**src/hw/rtl/tdee_pkg.sv**
```systemverilog
// Shared types and constants of the timed converter event encoder.
`default_nettype none

package tdee_pkg;

   localparam int TIME_BITS_DEF = 48;

   // Configuration register indexes.
   localparam logic [1:0] CSR_MIN_SPACING   = 2'd0;
   localparam logic [1:0] CSR_MIN_START     = 2'd1;
   localparam logic [1:0] CSR_HOLDOFF       = 2'd2;
   localparam logic [1:0] CSR_TRIGGER_DELAY = 2'd3;

   // Configuration reset values.
   localparam logic [19:0] MIN_SPACING_RST   = 20'd1050;
   localparam logic [23:0] MIN_START_RST     = 24'd10000;
   localparam logic [19:0] HOLDOFF_RST       = 20'd5150;
   localparam logic [23:0] TRIGGER_DELAY_RST = 24'd0;

   // Verdict codes.
   localparam logic [2:0] ST_OK      = 3'd0;
   localparam logic [2:0] ST_EARLY   = 3'd1;
   localparam logic [2:0] ST_CLOSE   = 3'd2;
   localparam logic [2:0] ST_SIMUL   = 3'd3;
   localparam logic [2:0] ST_RANGE   = 3'd4;
   localparam logic [2:0] ST_ABORTED = 3'd5;

   // Voltage limit, +-10 V at 1/1024 V per step.
   localparam logic signed [15:0] VOLT_LIMIT = 16'sd10240;

   // Code scaling: n * 16383 / 20480, with 16383 = 2^14 - 1 and 20480 = 2^12 * 5.
   localparam int CODE_BITS      = 14;
   localparam int DIV_SHIFT      = 12;
   localparam logic [15:0] RECIP_5 = 16'd52429;  // ceil(2^18 / 5)
   localparam int RECIP_SHIFT    = 18;

   // Command word fixed fields.
   localparam logic [1:0] REG_FIELD = 2'b11;
   localparam logic       UPDATE_BIT = 1'b1;
   localparam logic       RESET_BIT  = 1'b0;

   typedef struct packed {
      logic [19:0] min_spacing;
      logic [23:0] min_start;
      logic [19:0] holdoff;
      logic [23:0] trigger_delay;
   } cfg_type;

endpackage

`default_nettype wire

```
**src/hw/rtl/tdee_check.sv**
```systemverilog
// Sequence checks and the per-sequence state of the event encoder.
`default_nettype none

module tdee_check #(
   parameter int TIME_BITS = tdee_pkg::TIME_BITS_DEF
) (
   input  wire logic                  clock,
   input  wire logic                  reset,
   input  wire logic                  fire,
   input  wire logic [TIME_BITS-1:0]  event_time,
   input  wire logic [3:0]            events_at_time,
   input  wire logic signed [15:0]    voltage,
   input  wire logic                  seq_start,
   input  wire tdee_pkg::cfg_type     cfg,
   output logic [2:0]                 status
);

   localparam int W = TIME_BITS + 2;

   logic [TIME_BITS-1:0] last_ff, last_in;
   logic                 aborted_ff, aborted_in;

   logic signed [W-1:0] t_ext;
   logic signed [W-1:0] start_lim;
   logic [W-1:0]        close_lim;
   logic                early;
   logic                close;
   logic                multi;
   logic                volt_bad;

   always_comb begin
      t_ext     = $signed({2'b00, event_time});
      start_lim = $signed({{(W - 24){1'b0}}, cfg.min_start})
                + $signed({{(W - 24){cfg.trigger_delay[23]}}, cfg.trigger_delay});
      close_lim = {2'b00, last_ff} + {{(W - 20){1'b0}}, cfg.min_spacing};
      early     = t_ext < start_lim;
      close     = {2'b00, event_time} < close_lim;
      multi     = events_at_time > 4'd1;
      volt_bad  = (voltage > tdee_pkg::VOLT_LIMIT) || (voltage < -tdee_pkg::VOLT_LIMIT);
   end

   always_comb begin
      status = tdee_pkg::ST_OK;
      if (seq_start) begin
         if (early) status = tdee_pkg::ST_EARLY;
      end else if (aborted_ff) begin
         status = tdee_pkg::ST_ABORTED;
      end else if (close) begin
         status = tdee_pkg::ST_CLOSE;
      end
      if (status == tdee_pkg::ST_OK && multi) status = tdee_pkg::ST_SIMUL;
      if (status == tdee_pkg::ST_OK && volt_bad) status = tdee_pkg::ST_RANGE;
   end

   // A good item moves the reference time; any error keeps the sequence aborted.
   always_comb begin
      last_in    = last_ff;
      aborted_in = aborted_ff;
      if (fire) begin
         aborted_in = (status != tdee_pkg::ST_OK);
         if (status == tdee_pkg::ST_OK) last_in = event_time;
      end
   end

   always_ff @(posedge clock) begin
      if (reset) begin
         last_ff    <= '0;
         aborted_ff <= 1'b0;
      end else begin
         last_ff    <= last_in;
         aborted_ff <= aborted_in;
      end
   end

   a_ok_moves_last: assert property (@(posedge clock) disable iff (reset)
      fire && status == tdee_pkg::ST_OK |=> last_ff == $past(event_time))
      else $error("last event time not taken from good item");

   a_err_keeps_last: assert property (@(posedge clock) disable iff (reset)
      fire && status != tdee_pkg::ST_OK |=> $stable(last_ff) && aborted_ff)
      else $error("failed item changed last time or did not abort");

   a_idle_holds: assert property (@(posedge clock) disable iff (reset)
      !fire |=> $stable(last_ff) && $stable(aborted_ff))
      else $error("sequence state moved without an item");

   a_abort_only_set: assert property (@(posedge clock) disable iff (reset)
      fire && status == tdee_pkg::ST_ABORTED |-> aborted_ff && !seq_start)
      else $error("aborted verdict outside an aborted sequence");

endmodule

`default_nettype wire

```
**src/hw/rtl/tdee_encode.sv**
```systemverilog
// Trigger time and command word of an event.
`default_nettype none

module tdee_encode #(
   parameter int TIME_BITS = tdee_pkg::TIME_BITS_DEF
) (
   input  wire logic [TIME_BITS-1:0]    event_time,
   input  wire logic [5:0]              dac_channel,
   input  wire logic signed [15:0]      voltage,
   input  wire tdee_pkg::cfg_type       cfg,
   output logic signed [TIME_BITS:0]    trigger_time,
   output logic [23:0]                  command_word
);

   localparam int W = TIME_BITS + 2;
   localparam int CB = tdee_pkg::CODE_BITS;

   logic signed [W-1:0] trig_raw;
   logic signed [W-1:0] trig_hi;
   logic signed [W-1:0] trig_lo;
   logic signed [16:0]  offset;
   logic [14:0]         mag;
   logic [28:0]         scaled;
   logic [16:0]         quarter;
   logic [32:0]         prod;
   logic [CB-1:0]       code;

   always_comb begin
      trig_hi  = $signed({2'b00, {TIME_BITS{1'b1}}});
      trig_lo  = $signed({2'b11, {TIME_BITS{1'b0}}});
      trig_raw = $signed({2'b00, event_time})
               - $signed({{(W - 20){1'b0}}, cfg.holdoff})
               - $signed({{(W - 24){cfg.trigger_delay[23]}}, cfg.trigger_delay});
      if (trig_raw > trig_hi) begin
         trigger_time = trig_hi[TIME_BITS:0];
      end else if (trig_raw < trig_lo) begin
         trigger_time = trig_lo[TIME_BITS:0];
      end else begin
         trigger_time = trig_raw[TIME_BITS:0];
      end
   end

   // Inverted code: (10240 - v) * 16383 / 20480, only used for in-range voltages.
   always_comb begin
      offset  = 17'(tdee_pkg::VOLT_LIMIT) - 17'(voltage);
      mag     = offset[14:0];
      scaled  = ({14'd0, mag} << CB) - {14'd0, mag};
      quarter = scaled[28:tdee_pkg::DIV_SHIFT];
      // divide by 5 through the reciprocal; exact for this range
      prod    = {16'd0, quarter} * {17'd0, tdee_pkg::RECIP_5};
      code    = prod[tdee_pkg::RECIP_SHIFT +: CB];
   end

   assign command_word = {tdee_pkg::RESET_BIT, tdee_pkg::REG_FIELD, dac_channel[5:2],
                          dac_channel[0], dac_channel[1], tdee_pkg::UPDATE_BIT, code};

endmodule

`default_nettype wire

```
**src/hw/rtl/timed_dac_event_encoder.sv**
```systemverilog
// Pipeline: an accepted item goes through the input register, then the result register.
// Throughput: one item per cycle unless rsp_ready stalls; a stall admits one more item.
// Sequence state updates as an item moves to the result register, ready for the next cycle.
// Reset (synchronous): empties both registers, clears the last event time and the abort flag,
// and returns the configuration registers to their reset values.
`default_nettype none

module timed_dac_event_encoder #(
   parameter int TIME_BITS = tdee_pkg::TIME_BITS_DEF
) (
   input  wire logic                    clock,
   input  wire logic                    reset,
   input  wire logic                    csr_we,
   input  wire logic [1:0]              csr_index,
   input  wire logic [23:0]             csr_wdata,
   input  wire logic                    req_valid,
   output logic                         req_ready,
   input  wire logic [TIME_BITS-1:0]    req_event_time_ns,
   input  wire logic [5:0]              req_dac_channel,
   input  wire logic signed [15:0]      req_voltage_q10,
   input  wire logic [3:0]              req_events_at_time,
   input  wire logic                    req_sequence_start,
   output logic                         rsp_valid,
   input  wire logic                    rsp_ready,
   output logic [2:0]                   rsp_status,
   output logic signed [TIME_BITS:0]    rsp_trigger_time_ns,
   output logic [23:0]                  rsp_command_word
);

   tdee_pkg::cfg_type cfg_ff, cfg_in;

   logic                 in_valid_ff, in_valid_in;
   logic [TIME_BITS-1:0] in_time_ff, in_time_in;
   logic [5:0]           in_chan_ff, in_chan_in;
   logic signed [15:0]   in_volt_ff, in_volt_in;
   logic [3:0]           in_count_ff, in_count_in;
   logic                 in_start_ff, in_start_in;

   logic                     out_valid_ff, out_valid_in;
   logic [2:0]               out_status_ff, out_status_in;
   logic signed [TIME_BITS:0] out_trig_ff, out_trig_in;
   logic [23:0]              out_word_ff, out_word_in;

   logic                      take;
   logic                      advance;
   logic [2:0]                status;
   logic signed [TIME_BITS:0] enc_trig;
   logic [23:0]               enc_word;

   always_comb begin
      cfg_in = cfg_ff;
      if (csr_we) begin
         case (csr_index)
            tdee_pkg::CSR_MIN_SPACING:   cfg_in.min_spacing   = csr_wdata[19:0];
            tdee_pkg::CSR_MIN_START:     cfg_in.min_start     = csr_wdata;
            tdee_pkg::CSR_HOLDOFF:       cfg_in.holdoff       = csr_wdata[19:0];
            tdee_pkg::CSR_TRIGGER_DELAY: cfg_in.trigger_delay = csr_wdata;
            default: ;
         endcase
      end
   end

   // Advance the held item when the result register is empty or being drained.
   assign advance   = in_valid_ff && (!out_valid_ff || rsp_ready);
   assign req_ready = !in_valid_ff || advance;
   assign take      = req_valid && req_ready;

   always_comb begin
      in_valid_in = take || (in_valid_ff && !advance);
      in_time_in  = in_time_ff;
      in_chan_in  = in_chan_ff;
      in_volt_in  = in_volt_ff;
      in_count_in = in_count_ff;
      in_start_in = in_start_ff;
      if (take) begin
         in_time_in  = req_event_time_ns;
         in_chan_in  = req_dac_channel;
         in_volt_in  = req_voltage_q10;
         in_count_in = req_events_at_time;
         in_start_in = req_sequence_start;
      end
   end

   tdee_check #(.TIME_BITS(TIME_BITS)) u_check (
      .clock          (clock),
      .reset          (reset),
      .fire           (advance),
      .event_time     (in_time_ff),
      .events_at_time (in_count_ff),
      .voltage        (in_volt_ff),
      .seq_start      (in_start_ff),
      .cfg            (cfg_ff),
      .status         (status)
   );

   tdee_encode #(.TIME_BITS(TIME_BITS)) u_encode (
      .event_time   (in_time_ff),
      .dac_channel  (in_chan_ff),
      .voltage      (in_volt_ff),
      .cfg          (cfg_ff),
      .trigger_time (enc_trig),
      .command_word (enc_word)
   );

   // Drop trigger time and command word of a failed item.
   always_comb begin
      out_valid_in  = advance || (out_valid_ff && !rsp_ready);
      out_status_in = out_status_ff;
      out_trig_in   = out_trig_ff;
      out_word_in   = out_word_ff;
      if (advance) begin
         out_status_in = status;
         out_trig_in   = (status == tdee_pkg::ST_OK) ? enc_trig : '0;
         out_word_in   = (status == tdee_pkg::ST_OK) ? enc_word : '0;
      end
   end

   always_ff @(posedge clock) begin
      if (reset) begin
         cfg_ff.min_spacing   <= tdee_pkg::MIN_SPACING_RST;
         cfg_ff.min_start     <= tdee_pkg::MIN_START_RST;
         cfg_ff.holdoff       <= tdee_pkg::HOLDOFF_RST;
         cfg_ff.trigger_delay <= tdee_pkg::TRIGGER_DELAY_RST;
         in_valid_ff          <= 1'b0;
         out_valid_ff         <= 1'b0;
      end else begin
         cfg_ff       <= cfg_in;
         in_valid_ff  <= in_valid_in;
         out_valid_ff <= out_valid_in;
      end
   end

   always_ff @(posedge clock) begin
      in_time_ff    <= in_time_in;
      in_chan_ff    <= in_chan_in;
      in_volt_ff    <= in_volt_in;
      in_count_ff   <= in_count_in;
      in_start_ff   <= in_start_in;
      out_status_ff <= out_status_in;
      out_trig_ff   <= out_trig_in;
      out_word_ff   <= out_word_in;
   end

   assign rsp_valid           = out_valid_ff;
   assign rsp_status          = out_status_ff;
   assign rsp_trigger_time_ns = out_trig_ff;
   assign rsp_command_word    = out_word_ff;

endmodule

`default_nettype wire

```
**config.mk**
```make
export PLATFORM = sky130hd
export DESIGN_NAME = timed_dac_event_encoder
export DESIGN_NICKNAME = d
export VERILOG_FILES = /design/src/hw/rtl/tdee_pkg.sv /design/src/hw/rtl/tdee_check.sv /design/src/hw/rtl/tdee_encode.sv /design/src/hw/rtl/timed_dac_event_encoder.sv
export SDC_FILE = /design/constraint.sdc
export NUM_CORES = 1
export LEC_CHECK = 0
export BUFFER_PORTS_ARGS = -buffer_cell sky130_fd_sc_hd__buf_2
export CAP_MARGIN = 20
export CORE_ASPECT_RATIO = 1.25
export CORE_MARGIN = 2
export CORE_UTILIZATION = 45
export CTS_CLUSTER_SIZE = 10
export DETAILED_ROUTE_END_ITERATION = 10
export PLACE_DENSITY_LB_ADDON = 0.05
export SYNTH_ARGS = -nofsm -noshare
export SYNTH_HDL_FRONTEND = slang
export SYNTH_HIERARCHICAL = 1
export SYNTH_SLANG_ARGS = --single-unit
```
**constraint.sdc**
```tcl
create_clock -name clock -period 25.9 [get_ports clock]
set_input_delay 2.59 -clock clock [delete_from_list [all_inputs] [get_ports clock]]
set_output_delay 2.59 -clock clock [all_outputs]
set_load 0.1 [all_outputs]
```
==> out/results.tsv <==
metric	value	unit
cp-startpoint	in_volt_ff[0]	
insertedDiodeCount	0	
worstSkewPairLatency	0.55	ns
cts_htree_levels	2	
antenna_violating_nets_post_route	0	
setup_viol_count_final	0	
timing.critical_path.to_type	flip-flop	
row_count	98	
rr_worst_depth	35	
multi_input_combinational_cell_area	17050	um2
die_area	59150	um2
cts-resized-gates	0	
slowest_delay	0.77	ns
cp.required	26.20	ns
cts_post_setup_buffers_inserted	0	
cts_sinks	289	
design.final.nets	3455	
yosys_warnings	6	
post-route-period-util	38.21	%
power_per_cell_area	95.75	nW/um2
grt_antenna_before_repair	0	
finalMaxSlewViolations	0	
cts_hold_repair.buffers	0	
clock-root-buffer	sky130_fd_sc_hd__clkbuf_16	
detail_route.wirelength	70280	um
largest_net_degree_at_the_start_of_global_routing	119	
coreArea	56890	um2
met2_wirelength	37530	um
first_global_vias	20140	
number_of_drc_violations_after_detailed_routing	0	
io_buffer_count	182	
cts_tree	yes	
timing_worst_slew_pin_value	1.151	ns
synth_area	25740	um2
post_layout_cell_count	3693	
path_max_fanout	7	
dp_cells	3632	
vias_per_cell	5.394	
seq_area	7287	um2
cts_buffers	37	
grt_setup_unrepaired	false	
finalCriticalPeriod	9.896	ns
gr-total-overflow	0	
leak_pwr	12.50	nW
maxCapViolCount	0	
buffers_from_clock_root_to_sink_at_most	3	
slowest_stage	sky130_fd_sc_hd__xor2_1	
setup_total_negative_slack	0	ns
top_signal_layer_used	met4	
number_of_i_o_pins	184	
drive_gt1_share	9.718	%
finalHoldViolCount	0	
synthesis.instances	2758	
holdCritPathClass	flip-flop to flip-flop	
min-delay-start	in_valid_ff	
setup.worst_path.start_class	flip-flop	
dr.pass1.iters	5	
place_hpwl	57460	um
die_width	217.9	um
worst_ir_drop_vdd	0.1304	mV
fmax	101.1	MHz
starting_drc_count_in_detailed_routing	969	
wire_per_inst	19.03	um
avgSynthCellArea	9.334	um2
clkSlewWorstSetupHoldPaths	0.06	ns
chip_height	271.4	um
area_growth	10.80	%
all_layer_global_routing_usage	23.80	%
rr_startpoint	in_volt_ff[0]	
slew_headroom	22.72	%
wire_length_the_detailed_router_placed_on_met1	29280	um
timing_worst_setup_path_type	flip-flop to flip-flop	
initial_utilization	45.25	%
route.vias.total	19920	
clock_skew	0.02236	ns
globalplace.congestion	0.9353	
worst-endpoint-arrival	10.20	ns
min_delay_path_depth	2	
grt_pass1_wl	110600	um
final.fill_count	5457	
routed_length_on_met3	1989	um
path_common_cell	sky130_fd_sc_hd__inv_1	
status	finished clean	
[routing by layer]
metal,up-vias,GRT usage [%]
li1,9924,-
met1,9605,28.63
met2,312,44.96
met3,80,2.319
met4,0,5.782
met5,-,0
[placed cells by master (no fill, tap or decap), drive strengths merged, types with 8 or more instances in the layout]
cell type and instances:
a211oi 21, a21boi 8, a21o 72, a21oi 170, a31oi 18, and2 91, and3 27, and4 9
buf 207, clkbuf 53, dfxtp 139, edfxtp 150, fa 89, ha 338, inv 273, mux2i 138
nand2 107, nand2b 219, nand3 51, nand4 27, nor2 138, nor2b 30, nor3 45, nor4 11
o211ai 15, o21a 17, o21ai 125, o21bai 15, or2 11, or3 14, xnor2 111, xor2 92
[report_power, final]
part           switching [mW]  internal [mW]
Sequential             0.0196          0.508
Clock                   0.196          0.289
Combinational            1.00          0.716
Total                    1.22           1.51
[critical path, delay by kind of cell, from the launching register on]
family,cells,cell delay (ns)
adders and majority gates,9,3.81
DFF,1,0.49
buffers and inverters,7,0.51
and+or+nand+nor,7,1.27
xor gates and xnor gates,3,1.16
AOI/OAI and AO/OA,9,2.35
[cell type report]
cell class	count	share of cell area [%]
Inverter	272	3.579
Timing Repair Buffer	207	3.886
Clock buffer	53	3.676
Clock inverter	7	0.2413
Sequential cell	289	25.55
Tap cell	750	3.290
Multi-Input combinational cell	2115	59.78
[registers in the layout (all words and copies together) (netlist names), 3 cells and up]
| name | cells |
|---|---|
| cfg_ff | 88 |
| in_chan_ff | 6 |
| in_count_ff | 3 |
| in_time_ff | 48 |
| in_volt_ff | 16 |
| rsp_command_word | 24 |
| rsp_status | 3 |
| rsp_trigger_time_ns | 49 |
| u_check/last_ff | 48 |
[worst paths after layout]
check | end | slack, ns
worst max register to register | rsp_command_word[12] | 16.00
worst max-delay path | rsp_command_word[12] | 16.00
worst min register to register | rsp_valid | 0.47
worst min-delay path | rsp_valid | 0.47
[through the flow]
step                      setup slack (ns)  area, um2  power, mW  hold slack [ns]  utilization [%]
final                                16.00      28520      2.731           0.4706            50.13
after global routing                 15.44      28520      3.020           0.4956            50.13
after floorplan                      17.42      25750      1.852           0.4342                -
after detailed placement             16.00      27400      2.260           0.4672            48.16
after global placement               16.05      27380      2.245           0.4477            48.13
after CTS                            16.00      28520      2.772           0.4781            50.12
Note: power is estimated with default switching activity, not from simulation.
